## src/rtl/mmar_pkg.sv

```systemverilog
// shared types and constants for the masked matrix axis reduction
// no dependencies
package mmar_pkg;
  localparam int MAX_DIM   = 1024;
  localparam int IDX_W     = $clog2(MAX_DIM);
  localparam int DIM_W     = IDX_W + 1;
  localparam int ACC_WIDTH = 48;
  localparam int OUT_W     = 48;
  localparam int SAMPLE_W  = 32;
  localparam int CFG_IDX_W = 3;
  localparam int CFG_DAT_W = 11;
  localparam int DIV_STEPS = ACC_WIDTH;
  localparam int STEP_W    = $clog2(DIV_STEPS + 1);

  localparam logic [CFG_IDX_W-1:0] REG_REDUCE_FRONT = 3'd0;
  localparam logic [CFG_IDX_W-1:0] REG_OP_MODE      = 3'd1;
  localparam logic [CFG_IDX_W-1:0] REG_ROW_COUNT    = 3'd2;
  localparam logic [CFG_IDX_W-1:0] REG_COL_COUNT    = 3'd3;
  localparam logic [CFG_IDX_W-1:0] REG_USE_LENGTHS  = 3'd4;

  localparam logic [1:0] OP_SUM  = 2'd0;
  localparam logic [1:0] OP_MEAN = 2'd1;

  typedef enum logic [2:0] {
    ST_IDLE, ST_READ, ST_EXEC, ST_DIV, ST_OUT
  } state_t;

  // controller to datapath
  typedef struct packed {
    logic capture;   // latch input beat
    logic exec;      // combine and step position
    logic div_start;
    logic div_step;
    logic out_load;  // load output register from result
    logic restart;
  } cmd_t;

  // datapath to controller
  typedef struct packed {
    logic is_len;
    logic emit;
    logic need_div;
    logic div_done;
  } stat_t;
endpackage

```

## src/rtl/mmar_ctrl.sv

```systemverilog
// controller state machine for the reduction
// depends on mmar_pkg
module mmar_ctrl (
  input  logic           clk,
  input  logic           rst_n,
  input  logic           in_fire,
  input  logic           out_busy,
  input  logic           cfg_we,
  input  mmar_pkg::stat_t st,
  output logic           in_ready,
  output mmar_pkg::cmd_t cmd
);
  import mmar_pkg::*;
  state_t state_r, state_nxt;

  // state register
  always_ff @(posedge clk) begin
    if (!rst_n) state_r <= ST_IDLE;
    else        state_r <= state_nxt;
  end

  // next state and commands
  always_comb begin
    state_nxt = state_r;
    cmd = '0;
    cmd.restart = cfg_we;
    in_ready = (state_r == ST_IDLE);
    case (state_r)
      ST_IDLE: begin
        if (in_fire) begin
          cmd.capture = 1'b1;
          state_nxt = ST_READ;
        end
      end
      ST_READ: state_nxt = ST_EXEC;
      ST_EXEC: begin
        cmd.exec = 1'b1;
        if (st.is_len || !st.emit) state_nxt = ST_IDLE;
        else if (st.need_div) begin
          cmd.div_start = 1'b1;
          state_nxt = ST_DIV;
        end else state_nxt = ST_OUT;
      end
      ST_DIV: begin
        cmd.div_step = 1'b1;
        if (st.div_done) state_nxt = ST_OUT;
      end
      ST_OUT: begin
        if (!out_busy) begin
          cmd.out_load = 1'b1;
          state_nxt = ST_IDLE;
        end
      end
      default: state_nxt = ST_IDLE;
    endcase
  end
endmodule

```

## config.mk

```make
export PLATFORM = sky130hd
export DESIGN_NAME = mmar_ctrl
export DESIGN_NICKNAME = d
export VERILOG_FILES = /design/src/rtl/mmar_pkg.sv /design/src/rtl/mmar_ctrl.sv
export SDC_FILE = /design/constraint.sdc
export NUM_CORES = 1
export LEC_CHECK = 0
export ABC_AREA = 1
export ABC_CLOCK_PERIOD_IN_PS = 1300
export BUFFER_PORTS_ARGS = -buffer_cell sky130_fd_sc_hd__clkbuf_2
export CAP_MARGIN = 20
export CORE_AREA = 4 4 41 43
export DETAILED_ROUTE_END_ITERATION = 10
export DIE_AREA = 0 0 45 47
export GPL_TIMING_DRIVEN = 0
export RECOVER_POWER = 100
export SLEW_MARGIN = 20
export SYNTH_ARGS = -nofsm -noshare
export SYNTH_HDL_FRONTEND = slang
export SYNTH_SLANG_ARGS = --single-unit
export TNS_END_PERCENT = 50
```

## constraint.sdc

```tcl
create_clock -name clk -period 1.3 [get_ports clk]
set_input_delay 0.39 -clock clk [delete_from_list [all_inputs] [get_ports clk]]
set_output_delay 0.39 -clock clk [all_outputs]
set_load 0.01 [all_outputs]
```

==> results by group <==
Die
  – Die ar.: 0.00212 mm²
  – Top Ports: 16
  – Die Y: 47 µm
  – Core region area: 0.00130 mm²
  – Row cnt: 13
  – Initial Util: 18.5%
  – Die X: 45 µm

Synthesis
  – Syn_nets: 51
  – Synth cell types: 12
  – Simple-gate area share of the yosys netlist: 54.2%
  – Main combinational cell family by area after synthesis: simple AND/OR/NAND/NOR gates
  – Post-synthesis cell area: 240 µm²
  – Mapped Cells: 42
  – Mux share of post-synthesis cell area: 0%
  – Synth Area in Adders: 0%
  – YS warnings: 0
  – Post-synthesis sequential area ratio: 25.0%
  – Synth Area in XOR/XNOR: 0%
  – Compound-Gate Fraction of Synth Area: 2.08%
  – Avg Inst Size Synth: 5.72 µm²
  – #FFs+latches synth: 3

Critical path
  – Worst-path cell chain: buf_4 > nand2_2 > nor2_2 > buf_6
  – Critical R2R Launch: state_r[1]
  – CP max FO: 4
  – Reg-to-Reg End: state_r[0]
  – Setup crit end kind: output pin
  – Critical Path AT: 1020 ps
  – CP Class: flop to output pin
  – Buffers & Inverters on Critical Path: 2
  – Delay-heaviest family, CP: flip-flops
  – Max incr delay on CP: 370 ps
  – Crit path required time: 910 ps
  – R2R depth: 8
  – R2R setup slack: 160 ps
  – Slowest stage cell on the critical path: dfxtp_4
  – Startpoint types: flop

Finish
  – Fin util: 33.5%
  – Layout cell share with drive strength beyond 1: 56.9%
  – Largest Register: state_r
  – Fill cells: 156
  – Biggest regs: state_r: 3 flops
  – Max reg flops: 3
  – Most frequent cells in the layout: 9 x inv_1, 7 x nand3_1, 7 x clkbuf_2
  – Final net count: 75
  – Final cell count without fillers: 80
  – Commonest non-fill, non-tap cell in the layout: inv_1
  – Fin area: 435 µm²
  – N_diodes: 0
  – Area growth from synthesis to final layout: 81.3%

Timing
  – Final hold slack: 393 ps
  – Slew @ Worst Pin: 178 ps
  – Unrepaired setup endpoints after global routing: yes
  – Final period util: 108%
  – Slew HR: 88.0%
  – Pins Over Slew Limit: 0
  – Setup-failing EPs final: 6
  – Final Hold Viols: 0
  – Min Tclk post-route: 1410 ps
  – Worst Skew: 2.25 ps
  – Max Fclk: 710 MHz
  – Worst Slack Setup Final: -109 ps
  – Sum Neg Setup Slack: -486 ps

Power
  – PwrDens: 2000 mW/mm²
  – LEAKAGE: 0.247 nW
  – Seq pwr share: 25.8%
  – P_int: 0.490 mW
  – Power Total: 0.870 mW
  – Sw Ratio: 43.7%
  – Worst VDD drop: 0.691 mV
  – Comb pwr share: 55.6%
  – Switching Power: 0.380 mW
  – Clock Power Share: 18.6%

Hold path
  – HP Class: primary input to flop
  – Hold path start: rst_n
  – Min-Delay Path Depth: 3
  – WHS Endpoint: state_r[1]

Placement
  – Dpl cell area: 329 µm²
  – PortBufs: 14
  – Detailed placement HPWL: 487 µm
  – Place WS: -38.9 ps
  – RePlAce Congestion: 0.714
  – Placed Cells: 71

Drt
  – Final ANT Viol Nets: 0
  – Initial DRC Count: 1
  – DRC: 0
  – Vias: 314
  – Wire per inst: 8.74 µm
  – Vias per Instance: 3.93
  – Final wirelength: 699 µm
  – Initial DRT Pass Iterations: 2

Global route
  – Pin count of the biggest net entering global routing: 7
  – Initial antenna violation count: 0
  – Gr ovfl total: 0
  – Global-route wire length before repair: 1160 µm
  – Gr usage total: 7.66%
  – Vias in the first global route: 306

Clock network
  – CTS Sinks: 3
  – Worst skew pair latency: 230 ps
  – Clock-pin slew on the worst setup and hold paths: 40 ps
  – Longest Clk Path Bufs: 2
  – CTS H-tree lvls: 1
  – CTS Buf Count: 3
  – CTS Root Buffer Type: clkbuf_4
  – CTS tree: done
  – Cts hold-fix bufs: 0

Run status
  – Status: finished with violations
  – Failing checks: setup timing

Job
  – Max Cap Viol: 0
-- power groups by stage --
stage          clock network, mW  registers [mW]  logic, mW
2_1_floorplan                  0           0.174      0.258
3_3_place_gp                   0           0.184      0.353
3_5_place_dp                   0           0.187      0.354
4_1_cts                    0.175           0.204      0.473
5_1_grt                    0.172           0.232      0.548
6_report                   0.162           0.224      0.484
-- cell usage after synthesis (all sizes together) --
master	instances	area (µm²)
a21oi	1	5.00
dfxtp	3	60.1
nor4	1	6.26
nand3	7	40.0
inv	10	37.5
nor2	9	41.3
nand2	10	42.5
buf	1	7.51
-- layer usage --
layer / track usage, % / part of all wire [%] / vias up
met3: 1.53 / 10 / 0
met2: 12.1 / 49 / 13
li1: - / - / 171
met4: 7.02 / 0 / 0
met1: 8.64 / 40 / 130
met5: 0 / 0 / -
-- worst register-to-register path, stage by stage (launching register included) --
cell and delay, ps:
dfxtp_4 370, buf_4 120, nand2_2 50, nor2_2 120
nand2_2 80, nand3_1 110, nand2_1 70, nand2_1 70
nor2_2 30
-- cell families (layout without fill, tap and decap cells) --
family                 Yosys count  in the layout
AND/OR/NAND/NOR                 27             27
flip-flops                       3              3
AO/OA/AOI/OAI                    1              1
buffers and inverters           11             34
-- how the worst max path moves through the flow --
stage	startpoint	endpoint	slack [ps]	cells after the start
global route	state_r[0]	cmd[5]	-170	4
floorplan	state_r[2]	cmd[1]	90	2
global placement	st[3]	cmd[3]	-10	7
CTS	state_r[2]	cmd[3]	-140	6
finish	state_r[1]	cmd[2]	-110	4
detailed placement	st[3]	cmd[3]	-40	7
-- final cells by class --
type | count | area, µm² | area share [%]
timing repair buffer | 19 | 113 | 25.9
multi-input combinational | 28 | 164 | 37.6
buffer | 1 | 7.51 | 1.72
sequential | 3 | 68.8 | 15.8
tap | 15 | 18.8 | 4.31
clock buffer | 4 | 26.3 | 6.03
inverter | 10 | 37.5 | 8.62
-- timing repair --
item,CTS,global route
setup buffers,5,0
endpoints found under the setup margin,6,6
pin swaps,4,4
resized for setup,11,11
Power figures use the tool's default switching activity.
